**src/rtl/qoi8_pkg.sv**
```systemverilog
package qoi8_pkg;

   localparam int unsigned INDEX_DEPTH = 64;
   localparam int unsigned INDEX_AW    = 6;
   localparam int unsigned COUNT_W     = 17;
   localparam int unsigned RUN_W       = 6;

   localparam logic [7:0] TAG_LITERAL  = 8'hFF;
   localparam logic [1:0] TAG_RUN      = 2'b11;
   localparam logic [1:0] TAG_INDEX    = 2'b10;
   localparam logic [7:0] DIFF_BIAS    = 8'd128;

   localparam logic [COUNT_W-1:0] COUNT_MAX         = 17'd131071;
   localparam logic [COUNT_W-1:0] PIXEL_LIMIT_RESET = 17'd76800;

   typedef struct packed {
      logic       req_type;
      logic [7:0] data_byte;
      logic       chunk_start;
   } qoi8_req_type;

   typedef struct packed {
      logic [7:0] pixel;
      logic       pixel_last;
      logic       limit_reached;
   } qoi8_rsp_type;

   // write and clear requests towards the colour index
   typedef struct packed {
      logic                wr_en;
      logic [INDEX_AW-1:0] wr_addr;
      logic [7:0]          wr_data;
      logic                clear;
   } qoi8_idx_ctl_type;

endpackage

```
**src/rtl/qoi_style_8bit_pixel_decoder.sv**
```systemverilog
// Decoder for a QOI-like stream of 8-bit indexed pixels. One encoded byte is
// taken per cycle unless the input is held; literal payloads, diff and index
// bytes give one pixel each, while a run tag gives (low six bits + 1) pixels,
// one a cycle through the single output register, holding the input until
// its last pixel. A stalled output holds the input too. A byte is registered
// in the input register, its pixel in the output register. The 64-entry
// colour index is a small memory with a registered read issued as the byte is
// taken; a write by the byte ahead is forwarded, and per-entry valid bits make
// reset and frame start clear it at once, so no clearing pass is needed.
// The pixel limit may only be written while the block is idle.
module qoi_style_8bit_pixel_decoder (
   input  logic                          clock,
   input  logic                          reset,
   input  logic                          req_valid,
   output logic                          req_stall,
   input  qoi8_pkg::qoi8_req_type        req_data,
   output logic                          rsp_valid,
   input  logic                          rsp_stall,
   output qoi8_pkg::qoi8_rsp_type        rsp_data,
   input  logic                          csr_valid,
   output logic                          csr_ready,
   input  logic [qoi8_pkg::COUNT_W-1:0]  csr_data
);
   import qoi8_pkg::*;

   // input register, holding the byte under decode
   logic                item_valid_ff, item_valid_in;
   qoi8_req_type        item_ff;
   // decoder state
   logic [7:0]          prev_ff, prev_in;
   logic                lit_ff, lit_in;
   logic [COUNT_W-1:0]  count_ff, count_in;
   logic                stopped_ff, stopped_in;
   logic [COUNT_W-1:0]  max_ff;
   logic [RUN_W-1:0]    k_ff, k_in;
   logic                lim_ff, lim_in;
   // output register
   logic                rsp_valid_ff, rsp_valid_in;
   qoi8_rsp_type        rsp_ff, rsp_in;

   logic                accept;
   logic                out_free;
   logic                produces;
   logic                first;
   logic                last;
   logic                emit;
   logic                item_done;
   logic                commit;
   logic [7:0]          b;
   logic [7:0]          idx_data;
   logic [7:0]          pix_new;
   logic [RUN_W:0]      n;
   logic                is_run;
   logic                eff_stopped;
   logic [COUNT_W-1:0]  eff_count;
   logic [COUNT_W:0]    sum;
   logic [COUNT_W-1:0]  count_new;
   logic                lim_new;
   qoi8_idx_ctl_type    idx_ctl;

   assign b        = item_ff.data_byte;
   assign first    = (k_ff == '0);
   assign out_free = !rsp_valid_ff || !rsp_stall;

   // chunk start takes effect before the byte is decoded; a run already under
   // way finishes even if its first pixel stopped the chunk
   assign eff_count   = item_ff.chunk_start ? '0 : count_ff;
   assign eff_stopped = (item_ff.chunk_start || !first) ? 1'b0 : stopped_ff;

   assign is_run = !lit_ff && (b != TAG_LITERAL) && (b[7:6] == TAG_RUN);

   always_comb begin
      pix_new  = prev_ff;
      produces = 1'b1;
      n        = {{RUN_W{1'b0}}, 1'b1};
      if (item_ff.req_type || eff_stopped) begin
         produces = 1'b0;
      end else if (lit_ff) begin
         pix_new = b;
      end else if (b == TAG_LITERAL) begin
         produces = 1'b0;
      end else if (b[7:6] == TAG_RUN) begin
         n = {1'b0, b[RUN_W-1:0]} + {{RUN_W{1'b0}}, 1'b1};
      end else if (b[7] == 1'b0) begin
         // small diff steps down, large diff steps up
         if (b[6] == 1'b0) begin
            pix_new = prev_ff - {2'b00, b[5:0]} - 8'd1;
         end else begin
            pix_new = prev_ff + (DIFF_BIAS - {1'b0, b[6:0]});
         end
      end else begin
         pix_new = idx_data;
      end
   end

   // chunk count with saturation
   assign sum       = {1'b0, eff_count} + {{(COUNT_W-RUN_W){1'b0}}, n};
   assign count_new = sum[COUNT_W] ? COUNT_MAX : sum[COUNT_W-1:0];
   assign lim_new   = (count_new >= max_ff);

   assign last      = is_run ? (k_ff == b[RUN_W-1:0]) : 1'b1;
   assign emit      = item_valid_ff && produces && out_free;
   assign item_done = item_valid_ff && (!produces || (out_free && last));
   assign commit    = item_valid_ff && first && (produces ? out_free : 1'b1);

   assign req_stall = item_valid_ff && !item_done;
   assign accept    = req_valid && !req_stall;

   always_comb begin
      idx_ctl.clear   = commit && item_ff.req_type;
      idx_ctl.wr_en   = commit && produces && !is_run && (lit_ff || b[7] == 1'b0);
      idx_ctl.wr_addr = pix_new[INDEX_AW-1:0];
      idx_ctl.wr_data = pix_new;
   end

   qoi8_index u_index (
      .clock   (clock),
      .reset   (reset),
      .rd_en   (accept),
      .rd_addr (req_data.data_byte[INDEX_AW-1:0]),
      .ctl     (idx_ctl),
      .rd_data (idx_data)
   );

   // state moves on the first pixel of an item, or at once when it has none
   always_comb begin
      prev_in    = prev_ff;
      lit_in     = lit_ff;
      count_in   = count_ff;
      stopped_in = stopped_ff;
      lim_in     = lim_ff;
      if (commit) begin
         if (item_ff.req_type) begin
            prev_in = 8'd0;
            lit_in  = 1'b0;
         end else begin
            count_in   = eff_count;
            stopped_in = eff_stopped;
            if (!eff_stopped) begin
               if (produces) begin
                  prev_in    = pix_new;
                  lit_in     = 1'b0;
                  count_in   = count_new;
                  stopped_in = lim_new;
                  lim_in     = lim_new;
               end else begin
                  // literal tag: payload follows
                  lit_in = 1'b1;
               end
            end
         end
      end
   end

   always_comb begin
      k_in = k_ff;
      if (item_done) begin
         k_in = '0;
      end else if (emit) begin
         k_in = k_ff + {{(RUN_W-1){1'b0}}, 1'b1};
      end
   end

   always_comb begin
      item_valid_in = item_valid_ff;
      if (accept) begin
         item_valid_in = 1'b1;
      end else if (item_done) begin
         item_valid_in = 1'b0;
      end
   end

   always_comb begin
      rsp_in               = rsp_ff;
      rsp_valid_in         = rsp_valid_ff && rsp_stall;
      if (emit) begin
         rsp_valid_in         = 1'b1;
         rsp_in.pixel         = first ? pix_new : prev_ff;
         rsp_in.pixel_last    = last;
         rsp_in.limit_reached = first ? lim_new : lim_ff;
      end
   end

   always_ff @(posedge clock) begin
      if (reset) begin
         item_valid_ff <= 1'b0;
         prev_ff       <= 8'd0;
         lit_ff        <= 1'b0;
         count_ff      <= '0;
         stopped_ff    <= 1'b0;
         max_ff        <= PIXEL_LIMIT_RESET;
         k_ff          <= '0;
         lim_ff        <= 1'b0;
         rsp_valid_ff  <= 1'b0;
      end else begin
         item_valid_ff <= item_valid_in;
         prev_ff       <= prev_in;
         lit_ff        <= lit_in;
         count_ff      <= count_in;
         stopped_ff    <= stopped_in;
         k_ff          <= k_in;
         lim_ff        <= lim_in;
         rsp_valid_ff  <= rsp_valid_in;
         if (csr_valid) begin
            max_ff <= csr_data;
         end
      end
   end

   // payload registers
   always_ff @(posedge clock) begin
      if (accept) begin
         item_ff <= req_data;
      end
      rsp_ff <= rsp_in;
   end

   assign csr_ready = 1'b1;
   assign rsp_valid = rsp_valid_ff;
   assign rsp_data  = rsp_ff;

endmodule

```
**src/rtl/qoi8_index.sv**
```systemverilog
module qoi8_index (
   input  logic                           clock,
   input  logic                           reset,
   input  logic                           rd_en,
   input  logic [qoi8_pkg::INDEX_AW-1:0]  rd_addr,
   input  qoi8_pkg::qoi8_idx_ctl_type     ctl,
   output logic [7:0]                     rd_data
);
   import qoi8_pkg::*;

   logic [7:0]             mem [INDEX_DEPTH];
   logic [INDEX_DEPTH-1:0] valid_ff;
   logic [INDEX_DEPTH-1:0] valid_in;
   logic [7:0]             mem_rd_ff;
   logic                   fwd_ff;
   logic [7:0]             fwd_data_ff;
   logic                   hit_ff;

   always_ff @(posedge clock) begin
      if (ctl.wr_en) begin
         mem[ctl.wr_addr] <= ctl.wr_data;
      end
      if (rd_en) begin
         mem_rd_ff   <= mem[rd_addr];
         // same-edge write wins over the stored entry
         fwd_ff      <= ctl.wr_en && (ctl.wr_addr == rd_addr);
         fwd_data_ff <= ctl.wr_data;
         hit_ff      <= valid_ff[rd_addr] && !ctl.clear;
      end
   end

   always_comb begin
      valid_in = valid_ff;
      if (ctl.clear) begin
         valid_in = '0;
      end else if (ctl.wr_en) begin
         valid_in[ctl.wr_addr] = 1'b1;
      end
   end

   always_ff @(posedge clock) begin
      if (reset) begin
         valid_ff <= '0;
      end else begin
         valid_ff <= valid_in;
      end
   end

   assign rd_data = fwd_ff ? fwd_data_ff : (hit_ff ? mem_rd_ff : 8'd0);

endmodule

```
**config.mk**
```make
export PLATFORM = sky130hd
export DESIGN_NAME = qoi_style_8bit_pixel_decoder
export DESIGN_NICKNAME = d
export VERILOG_FILES = /design/src/rtl/qoi8_pkg.sv /design/src/rtl/qoi_style_8bit_pixel_decoder.sv /design/src/rtl/qoi8_index.sv
export SDC_FILE = /design/constraint.sdc
export NUM_CORES = 1
export LEC_CHECK = 0
export BUFFER_PORTS_ARGS = -buffer_cell sky130_fd_sc_hd__buf_2
export CAP_MARGIN = 20
export CORE_UTILIZATION = 55
export DETAILED_ROUTE_END_ITERATION = 6
export HOLD_SLACK_MARGIN = 0.02
export PLACE_DENSITY = 0.75
export SYNTH_ARGS = -nofsm -noshare
export SYNTH_HDL_FRONTEND = slang
export SYNTH_SLANG_ARGS = --single-unit
```
**constraint.sdc**
```tcl
create_clock -name clock -period 5.7 [get_ports clock]
set_input_delay 0.285 -clock clock [delete_from_list [all_inputs] [get_ports clock]]
set_output_delay 0.285 -clock clock [all_outputs]
set_load 0.005 [all_outputs]
```
==> flow_summary.toml <==
[outcome]
status = "complete, no violations"

[drt]
viasPerCell = 6.23
drc = 0
vias = 15400
firstDrtPassIters = 5
final_antenna_net_count = 0
wl_per_cell_um = 25.5
finalWirelength_um = 63000
drtIter0Drc = 1619

[power]
power_density_mw_per_mm2 = 340
irDropWorstVdd_mv = 0.313
power_mw = 10.8
leakage_nw = 10.7

[timing]
fmaxAchievable_mhz = 187
rsz0062_at_grt = "no"
clock_skew_ns = 0.0254
tightest_slew_ns = 1.07
hold_viol = 0
worst_slack_ns = 0.363
finalCriticalPeriod_ns = 5.34
finalSetupViolCount = 0
hold_slack_ns = 0.0806
maxSlewViolCount = 0
period_share = 0.936
setup_tns_ns = 0
relSlewSlack = 0.286

[cts]
clk_latency_ns = 0.60
clk_path_buf_depth = 3
cts-root-buf = "clkbuf_16"
cts_num_sinks = 667
cts-buffers-inserted = 70
tritoncts = "built"
htree_levels = 3
clk_pin_slew_ns = 0.06

[finish]
final_core_util = 0.633
antennaDiodeCount = 0
fin_cells = 2473
drive_gt1_frac = 0.237
layout.nets = 1826
syn2layout_area_growth_pct = 13.5
stdcell_area_mm2 = 0.0318

[synth]
syn_avg_cell_area_um2 = 17.1
synth_edf_count = 550
synth_cell_type_count = 77
synthesis.area_mm2 = 0.0280
ys_top_cells_by_area = "edfxtp_1, mux4_2, dfxtp_1"
async_reset_ff_frac = 0
synth_nets = 1713
synth_top_area_cell = "edfxtp_1"
ys_seq_area_frac = 0.674
synth_ff_type = "edfxtp_1"
ys_ff_latch = 667
synth_top_area_frac = 0.591
syn_inst = 1633
synth_warnings = 0

[critical_path]
critPathCaptureType = "flop"
required_ns = 6.02
reg2reg_depth = 20
worstReg2RegStart = "item_ff[0]$_DFFE_PP_"
rr_endpoint = "rsp_data[0]$_DFFE_PP_"
crit_fanout = 29
arrival_ns = 5.66
startpoint_type = "flop"
r2r_slack_ns = 0.36
critical_path_class = "flop to flop"

[die]
dieArea_mm2 = 0.0518
rows = 82
start_util = 0.557
die_width_um = 227
die-height_um = 227
num_io_pins = 45
coreArea_mm2 = 0.0502

[min_path]
min-delay-path-class = "primary input to flop"
holdPathEnd = "rsp_valid$_SDFF_PP0_"
hold-path-cell-count = 3
min_from = "rsp_stall"

[grt]
grt_max_degree = 70
antenna_found_initial = 1
grt_pass1_vias = 15100
grt_use_total = 0.253
grt-ovfl-total = 0
grt_pass1_wl_um = 95200

[placed_design]
dp.cells = 2321
place_area_mm2 = 0.0291
pre_cts_ws_ns = 0.380
dp_hpwl_um = 39500
io_buffers = 43
gp_congestion = 0.948

[job]
maxCapViolCount = 0
==> per-layer routing <==
layer  vias up  global-route usage  wire length [µm]
met2       663               0.384             29300
li1       6698                   -                 -
met3       132              0.0462              4900
met5         -                   0                 0
met1      7920               0.369             26600
met4         0              0.0918              2180
==> sequential cells by signal, indices dropped and copies added (netlist names), 10 cells and up <==
register          flops
u_index.mem         512
rsp_data             10
count_ff             17
max_ff               17
u_index.valid_ff     64
==> synthesized netlist by cell type (all sizes together) (8+ instances only) <==
master,n
a21oi,30
a22oi,9
a31oi,10
buf,37
clkbuf,36
dfxtp,117
edfxtp,550
ha,41
inv,63
mux2i,19
mux4,188
nand2,63
nand2b,9
nand3,32
nand3b,8
nor2,122
nor2b,24
nor3,15
o211ai,15
o21a,68
o21ai,46
xnor2,23
xor2,10
==> cell families (layout without fill, tap and decap cells) <==
| kind of cell | after synthesis | in the layout | synth area share |
|---|---|---|---|
| AND/OR/NAND/NOR | 310 | 310 | 0.0538 |
| AO/OA/AOI/OAI | 228 | 228 | 0.0588 |
| buffers and inverters | 137 | 305 | 0.0205 |
| flip-flops | 667 | 667 | 0.674 |
| other | 2 | 2 | 0.000269 |
| XOR/XNOR | 33 | 33 | 0.0103 |
| multiplexers | 208 | 208 | 0.159 |
| adder cells (fa/ha/maj) | 48 | 48 | 0.0234 |
==> placed cells by master (no fill, tap or decap), types with 6 or more instances in the layout <==
cell type | Yosys | final
edfxtp_1 | 550 | 550
mux4_2 | 188 | 188
nor2_1 | 122 | 121
dfxtp_1 | 117 | 117
clkbuf_16 | 0 | 72
o21a_1 | 68 | 68
nand2_1 | 62 | 62
inv_1 | 62 | 58
buf_4 | 3 | 45
o21ai_0 | 42 | 41
ha_1 | 41 | 41
buf_2 | 20 | 41
a21oi_1 | 30 | 30
nand3_1 | 26 | 26
nor2b_1 | 24 | 23
xnor2_1 | 23 | 23
dlygate4sd3_1 | 0 | 22
mux2i_1 | 19 | 19
clkbuf_1 | 36 | 18
nor3_1 | 13 | 13
clkbuf_8 | 0 | 12
o211ai_1 | 11 | 11
xor2_1 | 10 | 10
nand2b_1 | 9 | 9
a22oi_1 | 9 | 9
nand3b_1 | 8 | 8
clkinv_2 | 1 | 8
a31oi_1 | 9 | 7
fa_1 | 7 | 7
bufinv_16 | 0 | 7
nor4_1 | 6 | 6
nand3_2 | 6 | 6
==> final cells by class <==
cell class | instances | area [µm²]
multi-input cells | 829 | 8580
clock buffers | 102 | 2030
fillers | 3393 | 18400
repair buffers | 114 | 870
flip-flops and latches | 667 | 18900
well taps | 672 | 841
clock inverters | 25 | 334
inverters | 64 | 241
==> repair_timing <==
action	4_1_cts	5_1_grt
resized for setup	0	0
endpoints found under the hold margin	22	0
hold buffers	22	0
endpoints found under the setup margin	0	1
buffers inserted	0	1
==> worst max-delay path, cell delays in order (launching register included) <==
cell       delay [ns]
edfxtp_1         0.34
buf_4            0.30
nor2b_1          0.15
a31oi_2          0.27
and2_1           0.19
nand2_1          0.06
ha_1             0.23
fa_1             0.40
a21o_1           0.17
a21oi_1          0.19
nor2b_1          0.11
o21a_1           0.27
nand3_1          0.17
xnor2_1          0.07
o21ai_0          0.20
ha_1             0.29
a2111oi_0        0.57
o21ai_0          0.21
a2111o_1         0.40
a31oi_1          0.35
o21ai_0          0.12
==> where the power goes <==
| part | switching [mW] | total (mW) | leakage, nW | internal (mW) |
|---|---|---|---|---|
| registers | 0.0215 | 5.40 | 5.99 | 5.38 |
| clock network | 1.85 | 4.66 | 1.15 | 2.81 |
| logic | 0.465 | 0.722 | 3.53 | 0.257 |
| total | 2.33 | 10.8 | 10.7 | 8.45 |
==> worst max path at each step <==
stage,start,end,cells after the start
after floorplan,k_ff[0]$_SDFFE_PP0P_,rsp_data[0]$_DFFE_PP_,20
after global placement,k_ff[2]$_SDFFE_PP0P_,rsp_data[0]$_DFFE_PP_,15
after detailed placement,k_ff[2]$_SDFFE_PP0P_,rsp_data[0]$_DFFE_PP_,15
after CTS,k_ff[2]$_SDFFE_PP0P_,rsp_data[0]$_DFFE_PP_,15
after global routing,item_ff[0]$_DFFE_PP_,rsp_data[0]$_DFFE_PP_,20
final,item_ff[0]$_DFFE_PP_,rsp_data[0]$_DFFE_PP_,20
No activity file was read; power rests on OpenSTA's default activity.
